--- config.mk ---
export PLATFORM = sky130hd
export DESIGN_NAME = tolerance_window_matcher_top
export DESIGN_NICKNAME = d
export VERILOG_FILES = /design/src/twm_pkg.sv /design/src/tolerance_window_matcher_top.sv /design/src/twm_ram.sv /design/src/twm_regs.sv /design/src/twm_scan.sv
export SDC_FILE = /design/constraint.sdc
export NUM_CORES = 2
export LEC_CHECK = 0
export ABC_AREA = 0
export BUFFER_PORTS_ARGS = -buffer_cell sky130_fd_sc_hd__buf_4
export CAP_MARGIN = 25
export CORE_ASPECT_RATIO = 0.7
export CORE_MARGIN = 10
export CORE_UTILIZATION = 50
export DETAILED_ROUTE_END_ITERATION = 8
export GPL_TIMING_DRIVEN = 0
export HOLD_SLACK_MARGIN = 0.15
export PLACE_DENSITY_LB_ADDON = 0.25
export SLEW_MARGIN = 20
export SYNTH_ARGS = -nofsm -noshare
export SYNTH_HDL_FRONTEND = slang
export SYNTH_SLANG_ARGS = --single-unit
--- constraint.sdc ---
create_clock -name clk -period 15.19 [get_ports clk]
set_clock_uncertainty 0.05 [all_clocks]
set_input_delay 3.038 -clock clk [delete_from_list [all_inputs] [get_ports clk]]
set_output_delay 3.038 -clock clk [all_outputs]
set_load 0.02 [all_outputs]
--- src/twm_pkg.sv ---
// ----------------------------------------------------------------------------
// twm_pkg
// Shared widths, codes and types of the tolerance window matcher.
// ----------------------------------------------------------------------------
`default_nettype none

package twm_pkg;

  localparam int LEVEL_W  = 32;
  localparam int TOL_W    = 16;
  localparam int COUNT_W  = 5;
  localparam int SLOT_W   = 4;
  localparam int CODE_W   = 5;
  localparam int PADDR_W  = 3;
  localparam int PDATA_W  = 32;

  localparam int PERCENT_UNIT = 100;
  localparam int BAND_DIVISOR = PERCENT_UNIT * PERCENT_UNIT;

  // query * {0,tol}: signed product
  localparam int PROD_W   = LEVEL_W + TOL_W + 1;
  localparam int DIFF_W   = LEVEL_W + 1;
  localparam int SCALED_W = PROD_W - 1;

  localparam logic KIND_WRITE = 1'b0;
  localparam logic KIND_QUERY = 1'b1;

  // register index, taken from paddr[2]
  localparam logic REG_TOL   = 1'b0;
  localparam logic REG_COUNT = 1'b1;

  typedef struct packed {
    logic [TOL_W-1:0]   tol;
    logic [COUNT_W-1:0] count;
  } cfg_t;

  typedef struct packed {
    logic load_level;
    logic load_band;
  } scan_ctrl_t;

endpackage

`default_nettype wire

--- src/tolerance_window_matcher_top.sv ---
// ----------------------------------------------------------------------------
// tolerance_window_matcher_top
// Reference-level table with first-match tolerance classification.
// ----------------------------------------------------------------------------
// Usage:
//   Command channel: an item transfers when start is high and busy is low.
//   kind selects a table write (slot, level) or a query (level).
//   A write stores the level, gives no result and leaves busy low, so
//   commands may follow back to back.
//   A query holds busy while a state forms the scaled band and then one
//   table entry is read from the RAM and tested per cycle, for at most
//   min(entry_count, TABLE_DEPTH) entries. The walk stops at the first hit.
//   done pulses for one cycle with match_code in the cycle in which busy
//   falls; a new item can transfer in that same cycle. The receiver cannot
//   stall; each result is valid for that single cycle only.
//   The user must write configuration over APB only while the block is idle;
//   the block itself does not enforce this.
//   Reset clears the configuration registers, state and done; table contents
//   stay undefined until written.
// ----------------------------------------------------------------------------
`default_nettype none

module tolerance_window_matcher_top import twm_pkg::*; #(
  parameter int TABLE_DEPTH = 16
) (
  input  logic                      clk,
  input  logic                      rst,
  input  logic                      psel,
  input  logic                      penable,
  input  logic                      pwrite,
  input  logic [PADDR_W-1:0]        paddr,
  input  logic [PDATA_W-1:0]        pwdata,
  output logic [PDATA_W-1:0]        prdata,
  output logic                      pready,
  input  logic                      start,
  output logic                      busy,
  input  logic                      kind,
  input  logic [SLOT_W-1:0]         slot,
  input  logic signed [LEVEL_W-1:0] level,
  output logic                      done,
  output logic [CODE_W-1:0]         match_code
);

  localparam int AW = (TABLE_DEPTH > 1) ? $clog2(TABLE_DEPTH) : 1;

  localparam logic [1:0] ST_IDLE = 2'd0;
  localparam logic [1:0] ST_BAND = 2'd1;
  localparam logic [1:0] ST_SCAN = 2'd2;

  cfg_t               cfg;
  scan_ctrl_t         ctrl;
  logic               accept;
  logic               wr_en;
  logic               hit;
  logic [AW-1:0]      raddr;
  logic [LEVEL_W-1:0] ref_level;

  logic [1:0]         state, state_next;
  logic [COUNT_W-1:0] idx, idx_next;
  logic [COUNT_W-1:0] limit, limit_next;
  logic               done_next;
  logic [CODE_W-1:0]  code_next;

  twm_regs u_regs (
    .clk     (clk),
    .rst     (rst),
    .psel    (psel),
    .penable (penable),
    .pwrite  (pwrite),
    .paddr   (paddr),
    .pwdata  (pwdata),
    .prdata  (prdata),
    .pready  (pready),
    .cfg     (cfg)
  );

  assign busy   = (state != ST_IDLE);
  assign accept = start && !busy;
  assign wr_en  = accept && (kind == KIND_WRITE) && (int'(slot) < TABLE_DEPTH);

  // entry idx is on rdata during a scan cycle, so fetch idx + 1 ahead
  assign raddr = (state == ST_SCAN) ? AW'(idx + COUNT_W'(1)) : '0;

  twm_ram #(
    .WIDTH (LEVEL_W),
    .DEPTH (TABLE_DEPTH),
    .AW    (AW)
  ) u_ram (
    .clk   (clk),
    .we    (wr_en),
    .waddr (AW'(slot)),
    .wdata (level),
    .raddr (raddr),
    .rdata (ref_level)
  );

  assign ctrl.load_level = accept && (kind == KIND_QUERY);
  assign ctrl.load_band  = (state == ST_BAND);

  twm_scan u_scan (
    .clk       (clk),
    .ctrl      (ctrl),
    .level_in  (level),
    .tol       (cfg.tol),
    .ref_level (ref_level),
    .hit       (hit)
  );

  always_comb begin
    state_next = state;
    idx_next   = idx;
    limit_next = limit;
    done_next  = 1'b0;
    code_next  = '0;
    unique case (state)
      ST_IDLE: begin
        if (accept && (kind == KIND_QUERY)) begin
          state_next = ST_BAND;
          idx_next   = '0;
          limit_next = (int'(cfg.count) > TABLE_DEPTH) ? COUNT_W'(TABLE_DEPTH)
                                                       : cfg.count;
        end
      end
      ST_BAND: begin
        if (limit == '0) begin
          state_next = ST_IDLE;
          done_next  = 1'b1;
        end else begin
          state_next = ST_SCAN;
        end
      end
      ST_SCAN: begin
        if (hit) begin
          state_next = ST_IDLE;
          done_next  = 1'b1;
          code_next  = CODE_W'(idx) + CODE_W'(1);
        end else if (idx == limit - COUNT_W'(1)) begin
          state_next = ST_IDLE;
          done_next  = 1'b1;
        end else begin
          idx_next = idx + COUNT_W'(1);
        end
      end
      default: state_next = ST_IDLE;
    endcase
  end

  always_ff @(posedge clk) begin
    if (rst) begin
      state <= ST_IDLE;
      done  <= 1'b0;
    end else begin
      state <= state_next;
      done  <= done_next;
    end
  end

  always_ff @(posedge clk) begin
    idx   <= idx_next;
    limit <= limit_next;
    if (done_next) begin
      match_code <= code_next;
    end
  end

endmodule

`default_nettype wire

--- src/twm_ram.sv ---
// ----------------------------------------------------------------------------
// twm_ram
// Generic single-write, single-read RAM with registered read data.
// ----------------------------------------------------------------------------
`default_nettype none

module twm_ram #(
  parameter int WIDTH = 32,
  parameter int DEPTH = 16,
  parameter int AW    = (DEPTH > 1) ? $clog2(DEPTH) : 1
) (
  input  logic             clk,
  input  logic             we,
  input  logic [AW-1:0]    waddr,
  input  logic [WIDTH-1:0] wdata,
  input  logic [AW-1:0]    raddr,
  output logic [WIDTH-1:0] rdata
);

  logic [WIDTH-1:0] mem [DEPTH];

  always_ff @(posedge clk) begin
    if (we) begin
      mem[waddr] <= wdata;
    end
    rdata <= mem[raddr];
  end

endmodule

`default_nettype wire

--- src/twm_regs.sv ---
// ----------------------------------------------------------------------------
// twm_regs
// APB register file: tolerance and entry count.
// ----------------------------------------------------------------------------
`default_nettype none

module twm_regs import twm_pkg::*; (
  input  logic               clk,
  input  logic               rst,
  input  logic               psel,
  input  logic               penable,
  input  logic               pwrite,
  input  logic [PADDR_W-1:0] paddr,
  input  logic [PDATA_W-1:0] pwdata,
  output logic [PDATA_W-1:0] prdata,
  output logic               pready,
  output cfg_t               cfg
);

  logic wr_en;
  logic reg_sel;

  assign pready  = 1'b1;
  assign reg_sel = paddr[PADDR_W-1];
  assign wr_en   = psel && penable && pwrite && pready;

  always_ff @(posedge clk) begin
    if (rst) begin
      cfg <= '0;
    end else if (wr_en) begin
      unique case (reg_sel)
        REG_TOL:   cfg.tol   <= pwdata[TOL_W-1:0];
        REG_COUNT: cfg.count <= pwdata[COUNT_W-1:0];
        default:   cfg       <= cfg;
      endcase
    end
  end

  always_comb begin
    unique case (reg_sel)
      REG_TOL:   prdata = PDATA_W'(cfg.tol);
      REG_COUNT: prdata = PDATA_W'(cfg.count);
      default:   prdata = '0;
    endcase
  end

endmodule

`default_nettype wire

--- src/twm_scan.sv ---
// ----------------------------------------------------------------------------
// twm_scan
// Query datapath: holds the query, forms the scaled band, tests one entry.
// ----------------------------------------------------------------------------
`default_nettype none

module twm_scan import twm_pkg::*; (
  input  logic               clk,
  input  scan_ctrl_t         ctrl,
  input  logic [LEVEL_W-1:0] level_in,
  input  logic [TOL_W-1:0]   tol,
  input  logic [LEVEL_W-1:0] ref_level,
  output logic               hit
);

  logic signed [LEVEL_W-1:0] query;
  logic signed [PROD_W-1:0]  prod;
  logic signed [DIFF_W-1:0]  diff;
  logic        [DIFF_W-1:0]  mag;
  logic        [SCALED_W-1:0] need;

  always_ff @(posedge clk) begin
    if (ctrl.load_level) begin
      query <= $signed(level_in);
    end
    if (ctrl.load_band) begin
      prod <= PROD_W'(query) * PROD_W'($signed({1'b0, tol}));
    end
  end

  // |v - r| < trunc(p / D)  <=>  (|v - r| + 1) * D <= p, so no divider.
  // A non-positive product never matches.
  always_comb begin
    diff = DIFF_W'(query) - DIFF_W'($signed(ref_level));
    mag  = diff[DIFF_W-1] ? DIFF_W'(-diff) : DIFF_W'(diff);
    need = (SCALED_W'(mag) + SCALED_W'(1)) * SCALED_W'(BAND_DIVISOR);
    hit  = !prod[PROD_W-1] && (need <= prod[SCALED_W-1:0]);
  end

endmodule

`default_nettype wire

Yosys cells after proc, flatten, opt, wreduce, memory -nomap -nowiden
Memory sizes are Yosys's and may differ from the RTL's. A register that Yosys moved wholly into a read port is not among the register bits.
Index checks and enable logic that the tools add are counted.
Widths: inputs -> output; s select.
Word-level totals
  logic and storage cells: 64
  memories: 1
  output and inout bits: 40
  flip-flop bits (word level): 120
  bits of input ports: 78
  bits in writable memories: 512
Memories
  u_ram.mem: depth 16, bits a word 32, rd ports 1, clocked after memory_dff 1, wr ports 1, line twm_ram.sv:20  | logic [WIDTH-1:0] mem [DEPTH];
Cells by class
  bitwise logic cells: 2
  $lt $le $gt $ge: 2
  $add $sub $neg: 5
  multipliers: 2
  reductions and logical operators: 18
  equal/unequal tests: 7
  mux-type cells: 18
Operators with widths (number)
  $pmux 32 s2: 1
  $mul 32x17->49: 1
  $le 48x48->1: 1
  $mul 48x10->44 const B: 1
  $add 33x1->34 const B: 1
  $mux 33: 1
  $neg 33->33: 1
  $sub 32x32->33: 1
  $mux 5: 3
  $pmux 5 s2: 1
  $reduce_and 2->1: 5
  $mux 2: 4
  $logic_and 1x1->1: 6
  $ne 2x2->1 const B: 3
  $pmux 2 s3: 1
  $add 5x1->5 const B: 1
  $eq 5x5->1: 1
  $gt 5x5->1 const B: 1
  $logic_not 5->1: 1
  $mux 1: 5
  $sub 5x1->5 const B: 1
  $mux 4: 1
  $reduce_and 4->1: 1
  $reduce_bool 2->1: 2
  7 further kinds: 9

Logic depth before layout (Yosys ltp)
  depth after elaboration: 9
  gate-level depth with buffers: 56
  mapped depth without buffers: 54

Cells and area by module
Synthesis repeated with hierarchy kept, for this count alone.
Unflattened totals
  cell total of the unflattened synthesis: 4598
  area total of the unflattened synthesis: 53283.6 sq um
By module, submodules not included
  twm_scan: times used 1, area each 31222.4 sq um, cells an instance 3544
  twm_ram: times used 1, area each 19836.5 sq um, cells an instance 838
  twm_regs: times used 1, area each 1199.9 sq um, cells an instance 124
  tolerance_window_matcher_top: times used 1, area each 1024.7 sq um, cells an instance 92

Worst setup path before layout
No wires, ideal clock.
  path type: register -> register
  from: register u_scan.query[0]
  to: register match_code[0] (enable)
  path buffers: 2
  data arrival time: 11.072 ns
  setup time: 0.343 ns
  slack: 3.725 ns
  stages on the path, launching flop included: 55
  cell sequence: edfxtp_1 > clkbuf_1 > inv_1 > ha_1 > fa_1 > nand2b_1 > a21boi_2 > o211ai_2 > a21oi_2 > o21a_1 > nor2_1 > clkbuf_1 > o21ai_0 > ha_1 > nand3_1 > mux2_2 > nor3_1 > nand3_1 > (+19 left out) > nand3_1 > a21boi_0 > and2_1 > o21ai_0 > a221oi_1 > ha_1 > a21o_1 > a21o_1 > a21o_1 > a21oi_1 > nor2b_1 > o21ai_0 > nand2_1 > a221oi_1 > a31oi_1 > nand2_1 > a22oi_1 > nor2b_1
On the way
  longest elaborated chain between the ends: 9
RTL lines
  from (decl): line twm_scan.sv:16  | logic signed [LEVEL_W-1:0] query;
  from (signal assigned): line twm_scan.sv:24  | query <= $signed(level_in);
  $sub 32x32->33 (*): line twm_scan.sv:34  | diff = DIFF_W'(query) - DIFF_W'($signed(ref_level));
  $neg 33->33: line twm_scan.sv:35  | mag = diff[DIFF_W-1] ? DIFF_W'(-diff) : DIFF_W'(diff);
  $mux 33 (*): line twm_scan.sv:35
  $add 33x1->34 (*): line twm_scan.sv:36  | need = (SCALED_W'(mag) + SCALED_W'(1)) * SCALED_W'(BAND_DIVISOR);
  $mul 48x10->44 (*): line twm_scan.sv:36
  $le 48x48->1 (*): line twm_scan.sv:37  | hit = !prod[PROD_W-1] && (need <= prod[SCALED_W-1:0]);
  $logic_and 1x1->1 (*): line twm_scan.sv:37
  $mux 1 (*): line tolerance_window_matcher_top.sv:133  | if (hit) begin
  $pmux 1 s2 (*): line tolerance_window_matcher_top.sv:115  | unique case (state)
  named net done_next: line tolerance_window_matcher_top.sv:61  | logic done_next;
  to (signal assigned): line tolerance_window_matcher_top.sv:162  | match_code <= code_next;
  to (decl): line tolerance_window_matcher_top.sv:41  | output logic [CODE_W-1:0] match_code
The timed path passes the listed nets; every way through them passes the cells marked *.
A chain may end at the register's enable or synchronous reset.

Worst setup path in the final report
  from: register u_scan.query[0]
  to: register idx[3] (enable)
On the way
  longest elaborated chain between the ends: 9
RTL lines
  $sub 32x32->33 (*): line twm_scan.sv:34
  $neg 33->33: line twm_scan.sv:35
  $mux 33 (*): line twm_scan.sv:35
  $add 33x1->34 (*): line twm_scan.sv:36
  $mul 48x10->44 (*): line twm_scan.sv:36
  $le 48x48->1 (*): line twm_scan.sv:37
  $logic_and 1x1->1 (*): line twm_scan.sv:37
  $ne 2x2->1 (no line) (*)
  $reduce_and 4->1 (no line) (*)
  to (signal assigned): line tolerance_window_matcher_top.sv:159  | idx <= idx_next;
  to (decl): line tolerance_window_matcher_top.sv:59  | logic [COUNT_W-1:0] idx, idx_next;
Mark *: on every way between the ends. The rest lies on a longest branch, timed or not.

==> impl_metrics.ini <==
[detailed_routing]
wl_met3_um = 20800
met1_length_um = 70900
routed-via-count = 38500
wl_per_cell_um = 22.5
totalWireLength_um = 153000
drcViolationCount = 0
vias_per_cell = 5.67
ant_nets = 0
wl_met2_um = 58600
drt_iter0_drc = 4258
highest_layer = met4
drt_first_pass_iters = 6

[clock_network]
clock_path_buffers = 3
cts_made_buffers = 67
cts_tree = built
h-tree-depth = 3
cts_root_buf = clkbuf_16
clkTransAtPathRegs_ps = 70
cts_sinks = 664
insertion_delay_ps = 640

[worst_setup_path]
cp_data_required_time_ps = 15400
crit_path_max_fanout = 10
critical_path.most_common_cell = inv_1
setup.worst_path.end_class = flop
critPathCapture = idx[3]
startpoint_type = flop
reg2regPathDepth = 47
r2r_slack_ps = 790
crit_type = flop to flop
slowest_stage = or4_1
cp.arrival_ps = 14610
critical-path-max-stage-delay_ps = 560
critPathLaunch = u_scan.query[0]
reg2reg_to = idx[3]
r2r_start = u_scan.query[0]

[sta]
tns_ps = 0
timing.fmax_mhz = 69.4
rsz0062_at_grt = no
tightest_slew_ps = 1210
fin_crit_ps = 14400
post-route-period-util_pct = 94.8
final_hold_viol_count = 0
final_max_slew_viol_count = 0
setup_viol = 0
slew_headroom_pct = 18.9

[floorplanning]
row_count = 100
core_mm2 = 0.106
fp.dieW_um = 411
dieArea_mm2 = 0.121
start_util_pct = 50.3
num_io_pins = 118
die_height_um = 293

[yosys]
synth_cell_types = 98
synth_area_per_cell_um2 = 10.5
synth_ff_type = edfxtp_1
synth_area_mm2 = 0.0534
synthArstFlopShare_pct = 0
synth_area_leaders = edfxtp_1 34%, fa_1 22%, ha_1 7.7%, inv_1 6.0%, nand2_1 4.8%
synth_top_area_share_pct = 34.2
yosysSeqAreaShare_pct = 36.3
netlist_instances = 5100
ys_warn_count = 0
synth_edf_count = 608
ys_ff_latch = 664
synth_top_area_cell = edfxtp_1

[placement]
numPortBuffers = 81
gp_congestion = 0.963
placed_area_mm2 = 0.0565
dp_hpwl_um = 123000

[hold_path]
hp-class = flop to flop

[global_route]
grt_pass1_wl_um = 233000
track_usage_pct = 25.2
grt_pass1_vias = 37500
antenna_found_initial = 6
grt_start_max_net_pins = 50
grt_overflow = 0

[layout]
fin_nets = 6284
fin_area_mm2 = 0.0588
drive_gt1_share_pct = 6.03
fill_cells = 9177
synthToLayoutAreaGrowth_pct = 10.1
utilization_pct = 55.4

[job]
drv_cap = 0

[status]
status = finished clean
synthesized netlist by cell type, types with 74 or more instances:
| master | n |
|---|---|
| inv_1 | 855 |
| and2_1 | 203 |
| nand2_1 | 687 |
| nor2_1 | 136 |
| xnor2_1 | 122 |
| a21oi_1 | 199 |
| nor2b_1 | 167 |
| a31oi_1 | 83 |
| ha_1 | 328 |
| clkbuf_1 | 199 |
| fa_1 | 574 |
| edfxtp_1 | 608 |
| a211oi_1 | 165 |
| o21ai_0 | 74 |
layer usage:
metal	up-vias	track usage (%)
met5	-	0
met4	0	4.46
met3	167	8.10
met2	1990	33.4
met1	19000	39.7
li1	17300	-
timing repair:
action | in CTS | in global routing
resized for setup | 0 | 9
hold buffers | 0 | 0
buffers inserted | 0 | 0
setup endpoints to repair | 0 | 13
hold endpoints to repair | 0 | 0
placed cells by master (no fill, tap or decap), drive strengths merged, types with 81 or more instances in the layout:
cell type	n
a211oi	166
a21oi	202
a31oi	83
and2	203
buf	161
clkbuf	285
edfxtp	608
fa	574
ha	328
inv	862
nand2	688
nor2	136
nor2b	167
o21ai	81
xnor2	122
metrics by stage:
stage	hold WS (ps)	instances	setup WS, ps
floorplan	422	5120	3720
global placement	441	6629	376
detailed placement	467	6661	547
CTS	481	6783	471
global route	535	6785	19.4
finish	481	6786	791
logic make-up (layout without fill, tap and decap cells):
| kind of cell | count (synthesis) | count (layout) | synth area share (%) |
|---|---|---|---|
| xor+xnor | 185 | 185 | 3.03 |
| flops | 664 | 664 | 36.3 |
| other cells | 2 | 23 | 0.0141 |
| mux | 20 | 20 | 0.464 |
| buf+inv | 1101 | 1338 | 7.89 |
| compound gates | 805 | 805 | 10.3 |
| simple gates | 1421 | 1421 | 12.9 |
| fa+ha+maj | 902 | 902 | 29.2 |
worst min-delay path by stage:
stage / startpoint / to / slack, ps / cells past startpoint
floorplan: u_regs.cfg[0] / u_regs.cfg[0] / 420 / 2
global placement: u_regs.cfg[0] / u_regs.cfg[0] / 440 / 2
detailed placement: u_regs.cfg[2] / u_regs.cfg[2] / 470 / 2
CTS: u_regs.cfg[2] / u_regs.cfg[2] / 480 / 2
global route: u_regs.cfg[2] / u_regs.cfg[2] / 540 / 2
finish: u_regs.cfg[0] / u_regs.cfg[0] / 480 / 2
registers in the layout (all words and copies together), names as in the netlist:
name and count:
idx 5, u_scan.query 32, u_ram.mem 512, state 2, u_scan.prod 49, done 1
u_regs.cfg 21, limit 5, u_ram.rdata 32, match_code 5
final cells by class:
type	count	area, um2	share of cell area (%)
multi-input cells	3355	30100	51.2
flip-flops and latches	664	19400	32.9
inverters	857	3220	5.47
clock buffers	87	1820	3.10
well taps	1428	1790	3.04
repair buffers	116	1130	1.91
plain buffers	243	996	1.69
clock inverters	35	385	0.655
diodes	1	2.50	0.00425
critical path, delay by kind of cell, from the launching register on:
kind | cells | cell delay, ps
buffers and inverters | 12 | 2670
AOI/OAI and AO/OA | 13 | 3900
xor gates and xnor gates | 3 | 1160
DFF | 1 | 500
adders and majority gates | 9 | 3320
and+or+nand+nor | 10 | 2370
Power is left out: the tool's default activity adds up to more than one toggle a clock period on the data nets, which glitch-free logic cannot reach.
